## src/sv/xbt_pkg.sv

```systemverilog
`timescale 1ns / 1ps
// ----------------------------------------------------------------------------
// XOR binary trie multiset - shared types and constants
// Key and counter widths, request codes, the queue entry and the result record.
// ----------------------------------------------------------------------------
package xbt_pkg;

  localparam int KEY_BITS   = 10;
  localparam int COUNT_BITS = 16;
  localparam int RANK_W     = 16;
  localparam int FUNC_W     = 3;
  localparam int STATUS_W   = 2;

  localparam int NODE_W = KEY_BITS + 1;
  localparam int CMP_W  = (RANK_W > COUNT_BITS) ? RANK_W : COUNT_BITS;

  localparam int S_DATA_W  = KEY_BITS + RANK_W;
  localparam int S_TDATA_W = ((S_DATA_W + 7) / 8) * 8;
  localparam int M_DATA_W  = COUNT_BITS + KEY_BITS + COUNT_BITS;
  localparam int M_TDATA_W = ((M_DATA_W + 7) / 8) * 8;

  localparam logic [FUNC_W-1:0] FUNC_ADD = FUNC_W'(0);
  localparam logic [FUNC_W-1:0] FUNC_DEL = FUNC_W'(1);
  localparam logic [FUNC_W-1:0] FUNC_CNT = FUNC_W'(2);
  localparam logic [FUNC_W-1:0] FUNC_KTH = FUNC_W'(3);
  localparam logic [FUNC_W-1:0] FUNC_XOR = FUNC_W'(4);

  typedef enum logic [STATUS_W-1:0] {
    ST_OK     = 2'd0,
    ST_FULL   = 2'd1,
    ST_ABSENT = 2'd2,
    ST_RANGE  = 2'd3
  } status_t;

  typedef enum logic [2:0] {
    OP_ADD,
    OP_DEL,
    OP_CNT,
    OP_KTH,
    OP_XOR,
    OP_NOP
  } op_t;

  typedef struct packed {
    op_t                 op;
    logic [KEY_BITS-1:0] key;
    logic [RANK_W-1:0]   rank;
  } req_t;

  typedef struct packed {
    logic valid;
    req_t req;
  } q_head_t;

  typedef struct packed {
    status_t               status;
    logic [COUNT_BITS-1:0] key_count;
    logic [KEY_BITS-1:0]   kth_value;
    logic [COUNT_BITS-1:0] total;
  } res_t;

endpackage

```

## src/sv/xbt_front.sv

```systemverilog
`timescale 1ns / 1ps
// ----------------------------------------------------------------------------
// XOR binary trie multiset - front end
// Accepts requests, decodes the function code and queues them for the engine.
// ----------------------------------------------------------------------------
module xbt_front (
  input  logic                           clk,
  input  logic                           rst,
  input  logic                           s_tvalid,
  output logic                           s_tready,
  input  logic [xbt_pkg::S_TDATA_W-1:0]  s_tdata,   // key, rank
  input  logic [xbt_pkg::FUNC_W-1:0]     s_tuser,   // func
  input  logic                           hold,
  output xbt_pkg::q_head_t               head,
  input  logic                           pop
);
  import xbt_pkg::*;

  localparam int QDEPTH = 2;

  req_t       q [QDEPTH];
  logic       wr_ptr;
  logic       rd_ptr;
  logic [1:0] cnt;
  req_t       req_in;
  logic       push;

  always_comb begin
    req_in.key  = s_tdata[KEY_BITS-1:0];
    req_in.rank = s_tdata[KEY_BITS +: RANK_W];
    unique case (s_tuser)
      FUNC_ADD: req_in.op = OP_ADD;
      FUNC_DEL: req_in.op = OP_DEL;
      FUNC_CNT: req_in.op = OP_CNT;
      FUNC_KTH: req_in.op = OP_KTH;
      FUNC_XOR: req_in.op = OP_XOR;
      default:  req_in.op = OP_NOP;
    endcase
  end

  assign s_tready   = (cnt != 2'(QDEPTH)) && !hold;
  assign push       = s_tvalid && s_tready;
  assign head.valid = (cnt != 2'd0);
  assign head.req   = q[rd_ptr];

  always_ff @(posedge clk) begin
    if (push) begin
      q[wr_ptr] <= req_in;
    end
  end

  always_ff @(posedge clk) begin
    if (rst) begin
      wr_ptr <= 1'b0;
      rd_ptr <= 1'b0;
      cnt    <= 2'd0;
    end else begin
      if (push) begin
        wr_ptr <= ~wr_ptr;
      end
      if (pop) begin
        rd_ptr <= ~rd_ptr;
      end
      cnt <= cnt + 2'(push) - 2'(pop);
    end
  end

endmodule

```

## config.mk

```make
export PLATFORM = sky130hd
export DESIGN_NAME = xbt_front
export DESIGN_NICKNAME = d
export VERILOG_FILES = /design/src/sv/xbt_pkg.sv /design/src/sv/xbt_front.sv
export SDC_FILE = /design/constraint.sdc
export NUM_CORES = 1
export LEC_CHECK = 0
export BUFFER_PORTS_ARGS = -buffer_cell sky130_fd_sc_hd__buf_2
export CAP_MARGIN = 10
export CORE_MARGIN = 2
export CORE_UTILIZATION = 38
export CTS_CLUSTER_DIAMETER = 80
export DETAILED_ROUTE_END_ITERATION = 7
export HOLD_SLACK_MARGIN = 0.02
export PLACE_DENSITY = 0.68
export SLEW_MARGIN = 30
export SYNTH_ARGS = -nofsm -noshare
export SYNTH_HDL_FRONTEND = slang
export SYNTH_SLANG_ARGS = --single-unit
```

## constraint.sdc

```tcl
create_clock -name clk -period 1.8 [get_ports clk]
set_input_delay 0.09 -clock clk [delete_from_list [all_inputs] [get_ports clk]]
set_output_delay 0.09 -clock clk [all_outputs]
set_load 0.01 [all_outputs]
```

Word level (Yosys, flattened, before mapping)
Memories as Yosys holds them, arrays and structs flattened. A register that Yosys moved wholly into a read port is not among the register bits.
Cells that the tools add are included.
- bits in registers: 4
- RAM bits: 58
- bits of input ports: 40
- output and inout port bits: 31
- word-level logic and storage cells: 23
- memories: 1
- memories (memory ; words ; width ; read ports ; clocked after memory_dff ; write ports ; line ; text):
    q ; 2 ; 29 ; 1 ; 1 ; 1 ; xbt_front.sv:21 ; req_t q [QDEPTH];
- add/sub/neg operators: 2
- eq/ne operators: 5
- mux-type cells: 5
- bitwise operators: 2
- reductions and logical operators: 5
- operator list (cell ; number):
    3-bit one-hot mux with 5 select lines ; 1
    3-bit by 2-bit equality test with 1-bit output, second input constant ; 2
    1-bit 2-to-1 mux ; 4
    3-bit by 1-bit equality test with 1-bit output, second input constant ; 1
    3-bit equality test, second input constant ; 1
    3-bit zero test ; 1
    2-bit by 1-bit adder with 2-bit output ; 1
    1-bit logical AND ; 2
    2-bit != test, second input constant ; 1
    1-bit NOT ; 2
    2-bit nonzero test ; 1
    2-bit by 1-bit subtractor with 2-bit output ; 1
    1-bit zero test ; 1

Longest topological paths before layout
Gate-level depths: netlist of run 1.
- word-level depth: 5
- gate-level depth with buffers: 9
- mapped depth without buffers: 9

Least setup slack after synthesis of run 1
No wires, ideal clock.
- path type: reg-to-reg
- start point: reg cnt[1]
- end point: mem q[1][0] (netlist name) (enable)
- library setup time: 389 ps
- arrival: 1470 ps
- data required time: 1411 ps
- path slack: -58 ps
- cell stages (with the launch flop): 4
- path buffers: 0
- period minus slack after synthesis: 1858 ps
- cell sequence: dfxtp_1 nor2b_4 nor2_1 and3_1
- longest elaborated chain between the ends: 5
- ends and longest elaborated chain (item ; line ; text):
    start, declared ; xbt_front.sv:24 ; logic [1:0] cnt;
    start signal, assigned ; xbt_front.sv:64 ; cnt <= cnt + 2'(push) - 2'(pop);
    2-bit != test ; xbt_front.sv:41 ; assign s_tready = (cnt != 2'(QDEPTH)) && !hold;
    1-bit logical AND ; xbt_front.sv:41 ;
    net s_tready ; xbt_front.sv:10 ; output logic s_tready,
    1-bit logical AND ; xbt_front.sv:42 ; assign push = s_tvalid && s_tready;
    1-bit 2-to-1 mux ; xbt_front.sv:47 ; if (push) begin
    1-bit 2-to-1 mux (implied by the code) ; xbt_front.sv:48 ; q[wr_ptr] <= req_in;
    end, declared ; xbt_front.sv:21 ;
The timed path passes the listed nets, and every way through them passes these cells.

Final worst setup path of run 1
- start point: reg cnt[1]
- end point: reg cnt[1]
- longest elaborated chain between the ends: 5
- ends and longest elaborated chain (item ; line):
    2-bit != test ; xbt_front.sv:41
    1-bit logical AND ; xbt_front.sv:41
    1-bit logical AND ; xbt_front.sv:42
    2-bit by 1-bit adder with 2-bit output * ; xbt_front.sv:64
    2-bit by 1-bit subtractor with 2-bit output * ; xbt_front.sv:64
Mark *: on every way between the ends. The rest lies on a longest branch, timed or not.
A chain may end at the register's enable or synchronous reset.

==> results.sh, run 1 <==
export IMPL_netlist_area_um2=2350
export IMPL_slowest_stage="dfxtp_1"
export IMPL_hold_slack_ns=0.0594
export IMPL_critPathMaxFanout=4
export IMPL_synthCells=119
export IMPL_dieArea_um2=6820
export IMPL_grt_setup_unrepaired="no"
export IMPL_io_pins=71
export IMPL_start_util_pct=39.4
export IMPL_diodes=0
export IMPL_slew_headroom_pct=82.9
export IMPL_avgRoutedWirePerCell_um=13.5
export IMPL_grt_pass1_wl_mm=5.95
export IMPL_final_hold_viol_count=0
export IMPL_num_vias=1370
export IMPL_fin_crit_ns=1.64
export IMPL_synth_seq_cells=63
export IMPL_slew_viol_final=0
export IMPL_arrival_ns=1.89
export IMPL_rrSetupSlack_ns=0.16
export IMPL_fmax_mhz=611
export IMPL_layout_drive_gt1_share_pct=50.9
export IMPL_gp_congestion=0.643
export IMPL_stdcell_count=303
export IMPL_cts_tree="done"
export IMPL_yosysSeqAreaShare_pct=78.5
export IMPL_fin_util_pct=54.8
export IMPL_first_iter_violations=44
export IMPL_ant_nets=0
export IMPL_root_buffer="clkbuf_8"
export IMPL_cts_buffers=9
export IMPL_num_rows=28
export IMPL_antenna_found_initial=0
export IMPL_synth_cell_type_count=25
export IMPL_critPathRequiredTime_ns=2.05
export IMPL_crit_path_cell_trace="nor2b_4, nor2_2, nand2_1, ha_1, inv_1, ha_1, xor2_1, and2_2, nor3_1"
export IMPL_grt_pass1_vias=1346
export IMPL_worstHoldPathCells=2
export IMPL_grt_max_degree=22
export IMPL_power_leakage_nw=1.26
export IMPL_worstSetupPathType="reg2reg"
export IMPL_ys_warn_count=0
export IMPL_hold_start="s_tuser[0]"
export IMPL_start_kind="flop"
export IMPL_skew_ns=0.00497
export IMPL_tns_ns=0
export IMPL_min_to="q[0][26]$_DFFE_PP_"
export IMPL_p_per_area_nw_per_um2=986
export IMPL_coreArea_um2=5960
export IMPL_layout_common_cells="64 x buf_2, 58 x edfxtp_1, 28 x mux2_2, 28 x dlygate4sd3_1, 9 x clkbuf_8"
export IMPL_reg2reg_from="cnt[1]$_SDFF_PP0_"
export IMPL_crit_start="cnt[1]$_SDFF_PP0_"
export IMPL_grt_overflow_total=0
export IMPL_fin_crit_sh_pct=91.0
export IMPL_cts_sinks=63
export IMPL_dr_pass1_iters=4
export IMPL_area_growth_pct=39.1
export IMPL_htree_levels=3
export IMPL_syn_avg_cell_area_um2=19.7
export IMPL_clk_latency_ns=0.32
export IMPL_dp_cells=260
export IMPL_tightest_slew_ns=0.257
export IMPL_grt_usage_pct=12.5
export IMPL_finalWirelength_mm=4.09
export IMPL_cp_common_cell="ha_1"
export IMPL_drc_errors=0
export IMPL_endpoint_kind="flop"
export IMPL_die_w_um=82.6
export IMPL_outcome="complete, no violations"
export IMPL_hp_class="in2reg"
export IMPL_dp_hpwl_mm=2.63
export IMPL_port_buffers=64
export IMPL_layout_commonest_cell="buf_2"
export IMPL_viasPerCell=4.52
export IMPL_maxCapViolCount=0
export IMPL_chipHeight_um=82.6
export IMPL_setup_viol=0
export IMPL_r2r_end="cnt[1]$_SDFF_PP0_"
export IMPL_slowest_delay_ns=0.33
export IMPL_rr_worst_depth=9
export IMPL_syn_nets=161
export IMPL_path_clk_slew_ns=0.06
export IMPL_fin_nets=266
export IMPL_clock_path_buffers=2
export IMPL_irDropWorstVdd_mv=0.542
export IMPL_post_cts_buffers=0
## where the power goes
part / switching, mW / internal [mW]
combinational: 0.191 / 0.226
sequential: 0.0223 / 1.68
clock: 0.485 / 0.614
total: 0.698 / 2.52
## area by class of cell
cell class	count	area, um2
flip-flops and latches	63	1840
multi-input cells	50	473
clock buffers	9	124
well taps	75	93.8
clock inverters	6	52.6
repair buffers	98	671
fillers	493	2690
inverters	2	7.51
## cell usage after synthesis
cell / n / share of area [%]
nor2_1: 4 / 0.64
xnor2_1: 1 / 0.37
ha_1: 2 / 1.1
nor2b_1: 2 / 0.53
buf_4: 1 / 0.32
nand2_1: 1 / 0.16
nor3_1: 1 / 0.21
buf_2: 1 / 0.21
or3_1: 1 / 0.27
dfxtp_1: 5 / 4.3
a21oi_1: 1 / 0.21
xor2_1: 1 / 0.37
o21ai_0: 1 / 0.21
and2_2: 1 / 0.32
clkbuf_1: 1 / 0.16
nand2b_1: 1 / 0.27
inv_1: 2 / 0.32
a21o_1: 1 / 0.32
or2_2: 1 / 0.27
mux2_2: 28 / 13
buf_6: 1 / 0.48
nor2b_4: 1 / 0.59
edfxtp_1: 58 / 74
mux2_1: 1 / 0.48
and3_1: 1 / 0.27
## routing by layer
metal  wire, um  GRT usage (%)  up-vias
met5          0              0        -
met3        298           4.13       10
li1           -              -      664
met2       1940           20.8       52
met1       1780           13.7      644
met4         76           7.87        0
## flip-flops by register name (all words and copies together) (netlist names), named ones only
register  cells
rd_ptr        1
wr_ptr        1
cnt           2
q            58
## stage by stage
stage               total power, mW  cell area, um2  worst slack (ns)
detailed placement             2.11            2800             0.112
global placement               2.10            2800             0.176
global route                   3.37            3260           0.00931
finish                         3.22            3260             0.162
floorplan                      1.94            2350            0.0431
CTS                            3.27            3260             0.106
## worst max-delay path by stage
stage	endpoint	slack, ns
after global placement	cnt[1]$_SDFF_PP0_	0.18
after floorplan	q[0][0]$_DFFE_PP_	0.04
final	cnt[1]$_SDFF_PP0_	0.16
after CTS	cnt[1]$_SDFF_PP0_	0.11
after global routing	cnt[1]$_SDFF_PP0_	0.009
after detailed placement	cnt[1]$_SDFF_PP0_	0.11
## critical path, delay by kind of cell, from the launching register on
family | cells | cell delay (ns)
buffers and inverters | 1 | 0.04
adder cells (fa/ha/maj) | 2 | 0.43
flip-flops | 1 | 0.33
XOR/XNOR | 1 | 0.15
AND/OR/NAND/NOR | 5 | 0.62
## what timing repair did
item	CTS	global route
endpoints found under the hold margin	59	0
endpoints found under the setup margin	0	1
gates resized for setup	0	1
hold buffers	28	0
## cell families (layout without fill, tap and decap cells)
logic type	count (synthesis)	count (layout)	synth area share (%)
adders and majority gates	2	2	1.07
AOI/OAI and AO/OA	3	3	0.746
buffers and inverters	6	115	1.49
and+or+nand+nor	14	14	3.52
DFF	63	63	78.5
muxes	29	29	13.9
xor gates and xnor gates	2	2	0.747
Power figures use the tool's default switching activity.
==> run 2, diff against run 1 <==
- REMOVE_ABC_BUFFERS: unset -> 1
==> results.sh, run 2 (synthesis gave the netlist of run 1 again) <==
export IMPL_outcome="complete, no violations"
export IMPL_fin_nets=265
export IMPL_coreArea_um2=5960
export IMPL_num_rows=28
export IMPL_tns_ns=0
export IMPL_layout_drive_gt1_share_pct=50.2
export IMPL_setup_viol=0
export IMPL_top_register="q"
export IMPL_grt_overflow_total=0
export IMPL_root_buffer="clkbuf_8"
export IMPL_clock_path_buffers=2
export IMPL_avgRoutedWirePerCell_um=13.7
export IMPL_htree_levels=3
export IMPL_num_vias=1373
export IMPL_fin_util_pct=54.9
export IMPL_maxCapViolCount=0
export IMPL_cp_top_family="simple AND/OR/NAND/NOR gates"
export IMPL_critPathMaxFanout=4
export IMPL_fmax_mhz=606
export IMPL_slowest_stage="dfxtp_1"
export IMPL_crit_buf_inv=1
export IMPL_cts_tree="done"
export IMPL_p_per_area_nw_per_um2=1030
export IMPL_gr_usage_met3_pct=4.13
export IMPL_skew_ns=0.00501
export IMPL_crit_start="cnt[1]$_SDFF_PP0_"
export IMPL_busiest_layer="met2"
export IMPL_irDropWorstVdd_mv=0.593
export IMPL_fin_crit_sh_pct=91.6
export IMPL_grt_pass1_vias=1404
export IMPL_final_hold_viol_count=0
export IMPL_reg2reg_from="cnt[1]$_SDFF_PP0_"
export IMPL_grt_max_degree=30
export IMPL_layout_common_cells="64 x buf_2, 58 x edfxtp_1, 28 x mux2_2, 28 x dlygate4sd3_1, 9 x clkbuf_8"
export IMPL_grt_usage_pct=12.7
export IMPL_met1_usage_pct=14.4
export IMPL_grt_setup_unrepaired="no"
export IMPL_dpl_instance_area_um2=2780
export IMPL_viasPerCell=4.55
export IMPL_cp_common_cell="ha_1"
export IMPL_chipHeight_um=82.6
export IMPL_rr_worst_depth=9
export IMPL_area_growth_pct=39.3
export IMPL_gp_congestion=0.637
export IMPL_slew_viol_final=0
export IMPL_dieArea_um2=6820
export IMPL_diodes=0
export IMPL_start_util_pct=39.4
export IMPL_antenna_found_initial=0
export IMPL_tightest_slew_ns=0.262
export IMPL_fin_area_um2=3270
export IMPL_finalWirelength_mm=4.12
export IMPL_rrSetupSlack_ns=0.15
export IMPL_first_iter_violations=79
export IMPL_path_clk_slew_ns=0.06
export IMPL_arrival_ns=1.90
export IMPL_ant_nets=0
export IMPL_grt_use_met2_pct=21.0
export IMPL_cts_sinks=63
export IMPL_slowest_delay_ns=0.33
export IMPL_top_regs="q x58, cnt x2"
export IMPL_start_kind="flop"
export IMPL_dr_pass1_iters=4
export IMPL_cp_depth=9
export IMPL_cts_buffers=9
export IMPL_layout_commonest_cell="buf_2"
export IMPL_grt_pass1_wl_mm=6.16
export IMPL_largest_register_ffs=58
export IMPL_hp_class="in2reg"
export IMPL_cp_endpoint="cnt[1]$_SDFF_PP0_"
export IMPL_critPathRequiredTime_ns=2.05
export IMPL_port_buffers=64
export IMPL_worstSetupPathType="reg2reg"
export IMPL_endpoint_kind="flop"
export IMPL_dp_hpwl_mm=2.68
export IMPL_r2r_end="cnt[1]$_SDFF_PP0_"
export IMPL_io_pins=71
export IMPL_drc_errors=0
export IMPL_slew_headroom_pct=82.5
export IMPL_clk_latency_ns=0.32
export IMPL_fin_crit_ns=1.65
export IMPL_power_leakage_nw=1.27
export IMPL_die_w_um=82.6
export IMPL_crit_path_cell_trace="nor2b_4, nor2_2, nand2_1, ha_1, inv_1, ha_1, xor2_1, and2_2, nor3_1"
-- run 2: cell count changes in the layout (fill, tap and decap cells not counted), sizes merged --
cell / before / now
clkbuf: 9 / 10
clkinv: 5 / 3
bufinv: 1 / 2
buf: 70 / 69
-- run 2: worst min-delay path by stage --
stage | cells after the start | end | slack [ns] | from
floorplan | 1 | wr_ptr$_SDFFE_PP0P_ | 0.16 | rst
global placement | 1 | q[1][23]$_DFFE_PP_ | 0.28 | s_tdata[7]
detailed placement | 1 | q[1][14]$_DFFE_PP_ | 0.28 | s_tdata[24]
CTS | 2 | q[0][26]$_DFFE_PP_ | 0.03 | s_tuser[0]
global route | 2 | q[1][26]$_DFFE_PP_ | 0.04 | s_tuser[0]
finish | 2 | q[1][26]$_DFFE_PP_ | 0.05 | s_tuser[0]
-- run 2: what timing repair did --
item / 4_1_cts / 5_1_grt
hold endpoints to repair: 59 / 0
resized for setup: 0 / 1
hold buffers: 28 / 0
setup endpoints to repair: 0 / 1
setup buffers: 0 / 0
-- run 2: per-stage QoR --
step           setup slack [ns]  instances  total power, mW  hold WS [ns]
4_1_cts                   0.104        302             3.42        0.0288
3_5_place_dp              0.112        259             2.10         0.284
6_report                  0.151        302             3.36        0.0517
5_1_grt                  0.0123        302             3.53        0.0424
3_3_place_gp              0.185        259             2.09         0.278
2_1_floorplan           -0.0584        115             1.93         0.159
-- run 2: metal layers --
layer  vias up  part of all wire [%]  routed length, um
li1        662                     -                  -
met1       651                    43               1780
met2        50                    48               1980
met3        10                   6.8                282
met4         0                   1.9                 80
met5         -                     0                  0
-- run 2: report_power, final --
| group | leakage [nW] | switching, mW | internal (mW) | total (mW) |
|---|---|---|---|---|
| Clock | 0.104 | 0.486 | 0.763 | 1.25 |
| Combinational | 0.591 | 0.191 | 0.223 | 0.413 |
| Sequential | 0.572 | 0.0221 | 1.68 | 1.70 |
-- run 2: cell type report --
cell class              instances  area, um2
clock buffers                  10        128
clock inverters                 5       73.8
fillers                       502       2690
inverters                       2       7.51
multi-input cells              50        472
flip-flops and latches         63       1840
well taps                      75       93.8
repair buffers                 97        651
==> run 3, diff against run 2 <==
- CAP_MARGIN: 10 -> 20
- CORE_MARGIN: 2 -> unset
==> results.sh, run 3 (synthesis gave the netlist of run 1 again) <==
export IMPL_grt_setup_unrepaired="no"
export IMPL_fill_cells=506
export IMPL_grt_pass1_wl_mm=6.12
export IMPL_layout_drive_gt1_share_pct=50.7
export IMPL_gr_usage_met3_pct=4.55
export IMPL_top_register="q"
export IMPL_io_pins=71
export IMPL_worstSetupPathType="reg2reg"
export IMPL_area_growth_pct=37.1
export IMPL_cts_tree="done"
export IMPL_num_rows=28
export IMPL_grt_max_degree=21
export IMPL_port_buffers=64
export IMPL_critPathRequiredTime_ns=2.05
export IMPL_largest_register_ffs=58
export IMPL_chipHeight_um=80.6
export IMPL_setup_viol=0
export IMPL_endpoint_kind="flop"
export IMPL_slew_viol_final=0
export IMPL_post_cts_buffers=0
export IMPL_maxCapViolCount=0
export IMPL_dieArea_um2=6490
export IMPL_busiest_layer="met2"
export IMPL_rr_worst_depth=9
export IMPL_fin_crit_sh_pct=92.0
export IMPL_root_buffer="clkbuf_8"
export IMPL_skew_ns=0.00551
export IMPL_final_hold_viol_count=0
export IMPL_diodes=0
export IMPL_start_util_pct=39.6
export IMPL_start_kind="flop"
export IMPL_antenna_found_initial=0
export IMPL_clock_path_buffers=2
export IMPL_viasPerCell=4.48
export IMPL_slew_headroom_pct=80.9
export IMPL_fin_crit_ns=1.66
export IMPL_dp_cells=260
export IMPL_drc_errors=0
export IMPL_p_per_area_nw_per_um2=960
export IMPL_die_w_um=80.6
export IMPL_ant_nets=0
export IMPL_finalWirelength_mm=4.00
export IMPL_coreArea_um2=5920
export IMPL_htree_levels=3
export IMPL_first_iter_violations=67
export IMPL_path_clk_slew_ns=0.06
export IMPL_dpl_worst_slack_ns=0.120
export IMPL_multiInputGateArea_um2=472
export IMPL_hp_class="in2reg"
export IMPL_stdcell_count=304
export IMPL_layout_commonest_cell="buf_2"
export IMPL_dp_hpwl_mm=2.52
export IMPL_fmax_mhz=604
export IMPL_gp_congestion=0.621
export IMPL_num_vias=1362
export IMPL_layout_setup_ws_ns=0.144
export IMPL_grt_overflow_total=0
export IMPL_irDropWorstVdd_mv=0.513
export IMPL_top_regs="q x58, cnt x2"
export IMPL_met1_usage_pct=15.4
export IMPL_final_seq_area_um2=1840
export IMPL_grt_use_met2_pct=21.8
export IMPL_tightest_slew_ns=0.287
export IMPL_grt_usage_pct=13.3
export IMPL_power_leakage_nw=1.25
export IMPL_cts_buffers=9
export IMPL_arrival_ns=1.90
export IMPL_rrSetupSlack_ns=0.14
export IMPL_outcome="complete, no violations"
export IMPL_cts_sinks=63
export IMPL_critPathMaxFanout=4
export IMPL_clk_latency_ns=0.32
export IMPL_grt_pass1_vias=1381
export IMPL_fin_nets=266
export IMPL_layout_common_cells="64 x buf_2, 58 x edfxtp_1, 28 x mux2_2, 28 x dlygate4sd3_1, 9 x clkbuf_8"
export IMPL_worstHoldPathCells=3
export IMPL_dr_pass1_iters=4
export IMPL_avgRoutedWirePerCell_um=13.1
[run 3: cell types whose count changed in the layout (fill, tap and decap cells not counted)]
cell and change:
buf_12 -1, bufinv_16 -2, buf_4 +2, clkbuf_1 +1, clkinv_2 +3, clkinv_1 -1
[run 3: power breakdown]
part,internal (mW),switching (mW),total (mW)
logic,0.219,0.187,0.407
clock network,0.488,0.493,0.980
registers,1.68,0.0214,1.70
total,2.39,0.701,3.09
[run 3: through the flow]
step	total power, mW	hold slack, ns	setup TNS, ns	utilization, %	cell area (um2)
floorplan	1.93	0.159	-1.69	-	2320
global placement	2.09	0.278	0	46.9	2780
detailed placement	2.09	0.283	0	46.9	2780
CTS	3.13	0.0356	0	54.3	3210
global route	3.23	0.0382	0	54.3	3220
finish	3.09	0.0566	0	54.3	3220
[run 3: path summary, 6_finish.rpt]
check                                    startpoint                   to
worst max register to register    cnt[1]$_SDFF_PP0_    cnt[1]$_SDFF_PP0_
worst max-delay path              cnt[1]$_SDFF_PP0_    cnt[1]$_SDFF_PP0_
worst min register to register  wr_ptr$_SDFFE_PP0P_  wr_ptr$_SDFFE_PP0P_
worst min-delay path                            pop  rd_ptr$_SDFFE_PP0P_
[run 3: metal layers]
| metal | vias to the layer above | share of wire, % | routed length, um |
|---|---|---|---|
| met4 | 0 | 0.68 | 27 |
| met1 | 646 | 44 | 1770 |
| met5 | - | 0 | 0 |
| met3 | 4 | 6.3 | 250 |
| met2 | 50 | 49 | 1950 |
| li1 | 662 | - | - |
[run 3: area by class of cell]
cell class              instances  area share [%]
inverters                       2           0.233
well taps                      75            2.92
repair buffers                 98            20.1
clock buffers                  11            4.08
multi-input cells              50            14.7
flip-flops and latches         63            57.3
clock inverters                 5           0.778
[run 3: worst max-delay path, cell delays in order, from the launching register on]
cell and delay, ns:
dfxtp_1 0.33, nor2b_4 0.14, nor2_2 0.11, nand2_1 0.07, ha_1 0.26, inv_1 0.04
ha_1 0.18, xor2_1 0.15, and2_2 0.18, nor3_1 0.12
[run 3: repair_timing]
item,CTS,global route
endpoints found under the hold margin,59,0
endpoints found under the setup margin,0,1
resized for setup,0,1
hold buffers,28,0
